### src/design/drc_pkg.sv
// Shared types and constants for the duplicate request cache.
package drc_pkg;

  localparam int ENTRIES    = 64;
  localparam int IDX_W      = $clog2(ENTRIES);
  localparam int ADDR_BYTES = 32;
  localparam int LEN_W      = 6;
  localparam int XID_W      = 32;
  localparam int LIMIT_W    = 7;
  localparam int KEY_W      = XID_W + LEN_W + 8 * ADDR_BYTES;

  typedef enum logic [1:0] {
    CMD_LOOKUP  = 2'd0,
    CMD_RELEASE = 2'd1,
    CMD_ABANDON = 2'd2,
    CMD_NOP     = 2'd3
  } cmd_t;

  typedef enum logic [1:0] {
    ST_FREE   = 2'd0,
    ST_NEW    = 2'd1,
    ST_INUSE  = 2'd2,
    ST_REPLAY = 2'd3
  } entry_status_t;

  typedef enum logic [2:0] {
    V_NEW     = 3'd0,
    V_REPLAY  = 3'd1,
    V_PENDING = 3'd2,
    V_FULL    = 3'd3,
    V_DONE    = 3'd4
  } verdict_t;

  typedef enum logic [3:0] {
    S_IDLE, S_SCAN, S_TAKE, S_WALK, S_WALK_RD, S_UNL_WR,
    S_FILL, S_TGT, S_PUSH_TAIL, S_FIN
  } state_t;

  typedef enum logic [3:0] {
    OP_NONE, OP_LOAD, OP_SCAN, OP_HIT, OP_TAKE_FRESH, OP_FULL,
    OP_WALK_START, OP_WALK_STEP, OP_WALK_ADV, OP_CLAIM, OP_UNLINK,
    OP_FILL, OP_RELEASE, OP_ABANDON, OP_PUSH_TAIL, OP_DONE
  } op_t;

  typedef struct packed {
    op_t  op;
    logic in_ready;
    logic emit;
  } drc_cmd_t;

  typedef struct packed {
    logic is_lookup;
    logic is_release;
    logic is_abandon;
    logic hit;
    logic scan_end;
    logic under_limit;
    logic age_empty;
    logic walk_found;
    logic walk_at_head;
    logic target_live;
    logic out_busy;
  } drc_sts_t;

endpackage

### src/design/drc_ctrl.sv
// Sequencer for lookup, age list walk, unlink and relink.
module drc_ctrl (
  input  logic             clk,
  input  logic             rst,
  input  logic             in_valid,
  input  drc_pkg::drc_sts_t sts,
  output drc_pkg::drc_cmd_t cmd
);
  import drc_pkg::*;

  state_t state, state_next;

  always_ff @(posedge clk) begin
    if (rst) begin
      state <= S_IDLE;
    end else begin
      state <= state_next;
    end
  end

  always_comb begin
    state_next = state;
    unique case (state)
      S_IDLE: begin
        if (in_valid) state_next = S_SCAN;
      end
      S_SCAN: begin
        if (!sts.is_lookup) state_next = S_TGT;
        else if (sts.hit) state_next = S_FIN;
        else if (sts.scan_end) state_next = S_TAKE;
      end
      S_TAKE: begin
        if (sts.under_limit) state_next = S_FILL;
        else if (sts.age_empty) state_next = S_FIN;
        else state_next = S_WALK;
      end
      S_WALK: begin
        if (sts.walk_found) state_next = S_UNL_WR;
        else if (sts.walk_at_head) state_next = S_FIN;
        else state_next = S_WALK_RD;
      end
      S_WALK_RD: state_next = S_WALK;
      S_UNL_WR: state_next = sts.is_lookup ? S_FILL : S_PUSH_TAIL;
      S_FILL: state_next = S_FIN;
      S_TGT: begin
        if (sts.target_live && sts.is_abandon) state_next = S_UNL_WR;
        else state_next = S_FIN;
      end
      S_PUSH_TAIL: state_next = S_FIN;
      S_FIN: begin
        if (!sts.out_busy) state_next = S_IDLE;
      end
      default: state_next = S_IDLE;
    endcase
  end

  always_comb begin
    cmd = '{op: OP_NONE, in_ready: 1'b0, emit: 1'b0};
    unique case (state)
      S_IDLE: begin
        cmd.in_ready = 1'b1;
        if (in_valid) cmd.op = OP_LOAD;
      end
      S_SCAN: begin
        if (sts.is_lookup) cmd.op = sts.hit ? OP_HIT : OP_SCAN;
      end
      S_TAKE: begin
        if (sts.under_limit) cmd.op = OP_TAKE_FRESH;
        else if (sts.age_empty) cmd.op = OP_FULL;
        else cmd.op = OP_WALK_START;
      end
      S_WALK: begin
        if (sts.walk_found) cmd.op = OP_CLAIM;
        else if (sts.walk_at_head) cmd.op = OP_FULL;
        else cmd.op = OP_WALK_STEP;
      end
      S_WALK_RD: cmd.op = OP_WALK_ADV;
      S_UNL_WR: cmd.op = OP_UNLINK;
      S_FILL: cmd.op = OP_FILL;
      S_TGT: begin
        if (sts.target_live && sts.is_release) cmd.op = OP_RELEASE;
        else if (sts.target_live && sts.is_abandon) cmd.op = OP_ABANDON;
        else cmd.op = OP_DONE;
      end
      S_PUSH_TAIL: cmd.op = OP_PUSH_TAIL;
      S_FIN: cmd.emit = !sts.out_busy;
      default: cmd.op = OP_NONE;
    endcase
  end

endmodule

### config.mk
export PLATFORM = sky130hd
export DESIGN_NAME = drc_ctrl
export DESIGN_NICKNAME = d
export VERILOG_FILES = /design/src/design/drc_pkg.sv /design/src/design/drc_ctrl.sv
export SDC_FILE = /design/constraint.sdc
export NUM_CORES = 1
export LEC_CHECK = 0
export ABC_AREA = 1
export BUFFER_PORTS_ARGS = -buffer_cell sky130_fd_sc_hd__buf_2
export CAP_MARGIN = 20
export CORE_AREA = 2 2 39 41
export DETAILED_ROUTE_END_ITERATION = 10
export DIE_AREA = 0 0 41 43
export PLACE_DENSITY = 0.66
export SYNTH_ARGS = -nofsm -noshare
export SYNTH_HDL_FRONTEND = slang
export SYNTH_SLANG_ARGS = --single-unit
### constraint.sdc
create_clock -name clk -period 2.3 [get_ports clk]
set_clock_uncertainty 0.05 [all_clocks]
set_input_delay 0.345 -clock clk [delete_from_list [all_inputs] [get_ports clk]]
set_output_delay 0.345 -clock clk [all_outputs]
set_load 0.01 [all_outputs]
==> metrics.log, run 1 <==
INFO  metric synth_compound_area_frac = 0.1683
INFO  metric synth_nets = 117
INFO  metric cts-hold-fix-buffers = 0
INFO  metric cts.reportedPaths.clkPinSlew = 0.04 ns
INFO  metric worst-endpoint-arrival = 1.47 ns
INFO  metric timing.critical_path.to_type = primary output
INFO  metric total_of_flip_flops_plus_latches_after_synthesis = 4
INFO  metric route.detailed.wl_per_inst = 10.06 um
INFO  metric timing.hold.worst.class = input port to flip-flop
INFO  metric required = 1.90 ns
INFO  metric flow.area_growth_from_synthesis = 26.83%
INFO  metric worst-setup-path-type = flip-flop to primary output
INFO  metric max_cap_viol_count = 0
INFO  metric clock_latency = 0.23 ns
INFO  metric cts-buffers-inserted = 3
INFO  metric final.setup.tns = 0 ns
INFO  metric coreArea = 1384 um^2
INFO  metric synth_top_area_cell = sky130_fd_sc_hd__nand2_1
INFO  metric drive_above_1_share = 0.2160
INFO  metric io_pins = 20
INFO  metric placedInstanceArea = 628.1 um^2
INFO  metric rsz0062_at_grt = false
INFO  metric largest_register_ff_count = 4
INFO  metric cts_tree = done
INFO  metric average_via_count_per_standard_cell = 5.021
INFO  metric iteration_0_drc_count_of_the_detailed_router = 48
INFO  metric cp_max_fo = 5
INFO  metric number_of_antenna_violations_at_the_first_check_in_global_routing = 0
INFO  metric regToRegStartpoint = state[1]$_SDFFE_PP0P_
INFO  metric hpwlAfterDp = 1215 um
INFO  metric setup.worst_path.end = cmd[3]
INFO  metric synthTopCellsByArea = sky130_fd_sc_hd__nand2_1 (20%), sky130_fd_sc_hd__dfxtp_1 (16%), sky130_fd_sc_hd__inv_1 (14%), sky130_fd_sc_hd__nor2_1 (14%), sky130_fd_sc_hd__nand3_1 (9.8%)
INFO  metric track_usage = 0.2032
INFO  metric post_cts_resized = 0
INFO  metric synthSimpleGateAreaFrac = 0.5293
INFO  metric syn_area_per_cell = 4.981 um^2
INFO  metric cts_buffer_depth = 2
INFO  metric start_util = 0.3707
INFO  metric xor_xnor_fraction_of_synth_area = 0
INFO  metric placed_cells_incl_taps = 138
INFO  metric most_common_cell_after_layout_fill_and_taps_aside = sky130_fd_sc_hd__nand2_1
INFO  metric min_period = 1.863 ns
INFO  metric chipHeight = 43 um
INFO  metric gpl.final_weighted_congestion = 0.8551
INFO  metric power-per-cell-area = 940.9 nW/um^2
INFO  metric most-common-layout-cells = sky130_fd_sc_hd__nand2_1 (28), sky130_fd_sc_hd__nor2_1 (19), sky130_fd_sc_hd__inv_1 (19), sky130_fd_sc_hd__buf_2 (19), sky130_fd_sc_hd__nand3_1 (10)
INFO  metric vdd_ir_drop_max = 0.7044 mV
INFO  metric startpoint_class = flip-flop
INFO  metric htree_num_levels = 1
INFO  metric number_of_global_route_vias_before_repair = 654
INFO  metric drt.antenna.violating_nets = 0
INFO  metric top_register = state
INFO  metric sink_count = 4
INFO  metric finalNonFillerCells = 141
INFO  metric drtPass1Iterations = 4
INFO  metric finish.instance_area = 650.6 um^2
INFO  metric die_x = 41 um
INFO  metric postRouteWirelength = 1419 um
INFO  metric cts_setup_buffers = 0
INFO  metric post_synthesis_share_of_cell_area_spent_on_full_adders_half_adders_and_majority_gates = 0
INFO  metric hold_viol_final = 0
INFO  metric synth_top_area_frac = 0.2049
INFO  metric grt.overflow.total = 0
INFO  metric antenna-diode-count = 0
INFO  metric slew_headroom = 0.8371
INFO  metric largest_registers = state (4)
INFO  metric run_status = finished clean
INFO  metric proportion_of_synthesized_chip_area_in_sequential_cells = 0.1561
INFO  metric grt_pass1_wl = 2546 um
INFO  metric fp.dieArea = 1763 um^2
INFO  metric vias = 708
INFO  metric timing.rr.end = state[3]$_SDFFE_PP0P_
INFO  metric netlist_area = 513.0 um^2
INFO  metric grt_max_degree = 7
INFO  metric worst_setup_path_startpoint = state[0]$_SDFFE_PP0P_
INFO  metric finish.net_count = 141
INFO  metric clock.fmax = 0.5367 GHz
INFO  metric setup_violation_total_in_the_final_timing_report = 0
INFO  metric port_buffer_count = 19
INFO  metric fp-row-count = 14
INFO  metric worstMarginPinSlew = 0.2421 ns
INFO  metric warnings_from_yosys = 0
INFO  metric synth.area.mux_share = 0
INFO  metric synthesis.instances = 103
INFO  metric post-route-period-util = 0.8100
INFO  metric drc_errors = 0
INFO  metric timing_max_transition_violations_final = 0
INFO  metric synth_cell_types = 16
INFO  metric worstRegToRegCells = 8
INFO  metric leakage = 0.3967 nW
INFO  metric worst-r2r-setup-slack = 1.04 ns
INFO  metric synth_top_family_by_area = simple AND/OR/NAND/NOR gates
INFO  metric clock_tree.root_cell = sky130_fd_sc_hd__clkbuf_4
[how the worst min path moves through the flow]
stage | startpoint | to | depth (start not counted)
finish | rst | state[0]$_SDFFE_PP0P_ | 2
detailed placement | rst | state[0]$_SDFFE_PP0P_ | 2
global route | rst | state[0]$_SDFFE_PP0P_ | 2
global placement | rst | state[0]$_SDFFE_PP0P_ | 2
floorplan | rst | state[0]$_SDFFE_PP0P_ | 1
CTS | rst | state[0]$_SDFFE_PP0P_ | 2
[power by group]
| group | switching [mW] | total (mW) | leakage (nW) | internal [mW] |
|---|---|---|---|---|
| registers | 0.0239 | 0.116 | 0.0328 | 0.0918 |
| logic | 0.261 | 0.411 | 0.350 | 0.150 |
| clock network | 0.0268 | 0.0850 | 0.0138 | 0.0582 |
[cell usage after synthesis (all sizes together)]
library cell and count:
o21ai 10, nor4 1, a21oi 2, nand4 1, dfxtp 4, nand3 10
nor3 3, nand2 28, o211ai 3, nor2 21, inv 20
[critical path: stages, from the launching register on]
cell and delay (ns):
sky130_fd_sc_hd__dfxtp_1 0.38, sky130_fd_sc_hd__inv_1 0.06, sky130_fd_sc_hd__nor2_1 0.16, sky130_fd_sc_hd__nand2_1 0.13, sky130_fd_sc_hd__o21ai_0 0.20, sky130_fd_sc_hd__nor3_1 0.07
sky130_fd_sc_hd__o211ai_1 0.08, sky130_fd_sc_hd__buf_2 0.15
[area by class of cell]
cell class,count,area [um^2]
clock buffer,3,22.52
fill,153,733.2
inverter,20,75.07
multi-input combinational,79,357.8
sequential,4,80.08
tap,16,20.02
timing repair buffer,19,95.09
[through the flow]
| stage | hold slack [ns] | power (mW) | util | setup slack (ns) |
|---|---|---|---|---|
| 6_report | 0.2597 | 0.6122 | 0.4702 | 0.4369 |
| 5_1_grt | 0.2738 | 0.6764 | 0.4702 | 0.2722 |
| 4_1_cts | 0.2586 | 0.6127 | 0.4702 | 0.4405 |
| 3_5_place_dp | 0.4993 | 0.5245 | 0.4539 | 0.6907 |
| 3_3_place_gp | 0.4959 | 0.5210 | 0.4539 | 0.7163 |
| 2_1_floorplan | 0.3574 | 0.4009 | - | 0.9045 |
[cell families after synthesis]
logic type	Yosys count
AO/OA/AOI/OAI	15
AND/OR/NAND/NOR	64
flip-flops	4
buffers and inverters	20
[layer usage]
| layer | up-vias | global-route usage | part of all wire |
|---|---|---|---|
| li1 | 373 | - | - |
| met1 | 299 | 0.2771 | 0.46 |
| met2 | 34 | 0.3156 | 0.48 |
| met3 | 2 | 0.03141 | 0.049 |
| met4 | 0 | 0.06000 | 0.0042 |
| met5 | - | 0 | 0 |
Note: power is estimated with default switching activity, not from simulation.
==> run 2, diff against run 1 <==
- PLACE_DENSITY: 0.66 -> 0.68
- clock period: 2.3 -> 1.55 ns (I/O delays scaled with it)
==> metrics.log, run 2 (synthesized netlist as in run 1, its figures left out) <==
INFO  metric power-per-cell-area = 1478 nW/um^2
INFO  metric sink_count = 4
INFO  metric grt_pass1_wl = 2642 um
INFO  metric postRouteWirelength = 1866 um
INFO  metric die_x = 41 um
INFO  metric drt.antenna.violating_nets = 0
INFO  metric cts.reportedPaths.clkPinSlew = 0.04 ns
INFO  metric cts-buffers-inserted = 3
INFO  metric min_to = state[0]$_SDFFE_PP0P_
INFO  metric hpwlAfterDp = 1173 um
INFO  metric average_via_count_per_standard_cell = 5.277
INFO  metric cts_buffer_depth = 2
INFO  metric number_of_antenna_violations_at_the_first_check_in_global_routing = 0
INFO  metric max_cap_viol_count = 0
INFO  metric rsz0062_at_grt = true
INFO  metric track_usage = 0.2166
INFO  metric io_pins = 20
INFO  metric vdd_ir_drop_max = 0.9253 mV
INFO  metric hold_path.startpoint = rst
INFO  metric clock_latency = 0.24 ns
INFO  metric finish.instance_area = 874.6 um^2
INFO  metric drive_above_1_share = 0.5152
INFO  metric grt_max_degree = 6
INFO  metric whs = 0.1316 ns
INFO  metric drtPass1Iterations = 4
INFO  metric utilization_of_the_core_after_routing = 0.6320
INFO  metric largest_registers = state (4)
INFO  metric final.setup.tns = -0.3061 ns
INFO  metric worst-setup-path-type = flip-flop to primary output
INFO  metric coreArea = 1384 um^2
INFO  metric cp_max_fo = 4
INFO  metric timing.hold.worst.class = input port to flip-flop
INFO  metric hold_viol_final = 0
INFO  metric worst-endpoint-arrival = 1.41 ns
INFO  metric run_status = complete, but fails checks
INFO  metric antenna-diode-count = 0
INFO  metric most-common-layout-cells = sky130_fd_sc_hd__buf_2 (19), sky130_fd_sc_hd__nand2_1 (18), sky130_fd_sc_hd__inv_1 (15)
INFO  metric vias = 781
INFO  metric worstRegToRegCells = 9
INFO  metric gpl.final_weighted_congestion = 0.9236
INFO  metric timing.rr.end = state[0]$_SDFFE_PP0P_
INFO  metric min_period = 1.692 ns
INFO  metric flow.area_growth_from_synthesis = 70.49%
INFO  metric worst-r2r-setup-slack = 0.11 ns
INFO  metric fp.dieArea = 1763 um^2
INFO  metric cts_tree = done
INFO  metric regToRegStartpoint = state[0]$_SDFFE_PP0P_
INFO  metric fp-row-count = 14
INFO  metric leakage = 0.4882 nW
INFO  metric finish.net_count = 148
INFO  metric drc_errors = 0
INFO  metric start_util = 0.3707
INFO  metric top_register = state
INFO  metric port_buffer_count = 19
INFO  metric slew_headroom = 0.8492
INFO  metric placedInstanceArea = 650.6 um^2
INFO  metric worst_setup_timing_slack_at_the_placement_stage = 0.04715 ns
INFO  metric htree_num_levels = 1
INFO  metric grt.overflow.total = 0
INFO  metric timing.critical_path.to_type = primary output
INFO  metric timing_max_transition_violations_final = 0
INFO  metric worst_slack = -0.1418 ns
INFO  metric setup_violation_total_in_the_final_timing_report = 4
INFO  metric required = 1.27 ns
INFO  metric route.detailed.wl_per_inst = 12.61 um
INFO  metric number_of_global_route_vias_before_repair = 694
INFO  metric chipHeight = 43 um
INFO  metric worstMarginPinSlew = 0.2241 ns
INFO  metric violations = negative setup slack
INFO  metric whs_path_depth = 2
INFO  metric clock_tree.root_cell = sky130_fd_sc_hd__clkbuf_4
INFO  metric post-route-period-util = 1.092
INFO  metric iteration_0_drc_count_of_the_detailed_router = 40
INFO  metric largest_register_ff_count = 4
INFO  metric most_common_cell_after_layout_fill_and_taps_aside = sky130_fd_sc_hd__buf_2
INFO  metric clock.fmax = 0.5911 GHz
INFO  metric cts-hold-fix-buffers = 0
INFO  metric startpoint_class = flip-flop
run 2: worst max-delay path, stage by stage (launching register included):
cell and delay (ns):
sky130_fd_sc_hd__dfxtp_4 0.37, sky130_fd_sc_hd__inv_6 0.10, sky130_fd_sc_hd__nand2_4 0.07, sky130_fd_sc_hd__nor2_4 0.13, sky130_fd_sc_hd__inv_2 0.08, sky130_fd_sc_hd__nor2_2 0.15, sky130_fd_sc_hd__nor3_2 0.05, sky130_fd_sc_hd__o211ai_1 0.08
sky130_fd_sc_hd__buf_2 0.16
run 2: report_power, final:
group | leakage, nW | internal (mW) | switching [mW]
clock network | 0.0138 | 0.0865 | 0.0428
registers | 0.0356 | 0.155 | 0.0979
logic | 0.439 | 0.381 | 0.529
total | 0.488 | 0.622 | 0.670
run 2: worst max-delay path by stage:
stage / start / endpoint / slack [ns] / cells after the start
3_3_place_gp: state[3]$_SDFFE_PP0P_ / cmd[3] / 0.07 / 8
4_1_cts: state[2]$_SDFFE_PP0P_ / cmd[3] / -0.05 / 8
3_5_place_dp: state[3]$_SDFFE_PP0P_ / cmd[3] / 0.05 / 8
2_1_floorplan: state[2]$_SDFFE_PP0P_ / cmd[3] / 0.27 / 7
5_1_grt: state[3]$_SDFFE_PP0P_ / cmd[3] / -0.20 / 8
6_report: state[3]$_SDFFE_PP0P_ / cmd[3] / -0.14 / 8
run 2: layout make-up:
class                   count  area, um^2
fillers                   115       509.2
multi-input cells          79       504.2
repair buffers             26       147.6
flip-flops and latches      4       95.09
inverters                  20       85.08
clock buffers               3       22.52
well taps                  16       20.02
run 2: timing repair:
action | in CTS | in global routing
gates resized for setup | 31 | 28
cloned | 0 | 0
buffers inserted | 2 | 2
setup endpoints to repair | 4 | 4
pin swaps | 5 | 10
run 2: layer usage:
layer | share of wire | global-route usage | routed length, um | up-vias
li1 | - | - | - | 383
met1 | 0.39 | 0.2724 | 731 | 348
met2 | 0.50 | 0.3438 | 941 | 46
met3 | 0.083 | 0.02618 | 155 | 4
met4 | 0.020 | 0.1067 | 37 | 0
met5 | 0 | 0 | 0 | -
run 2: metrics by stage:
step	cells	total power, mW
after floorplan	103	0.5950
after global placement	141	0.8240
after CTS	146	1.081
final	148	1.292
after global routing	148	1.390
after detailed placement	141	0.8232
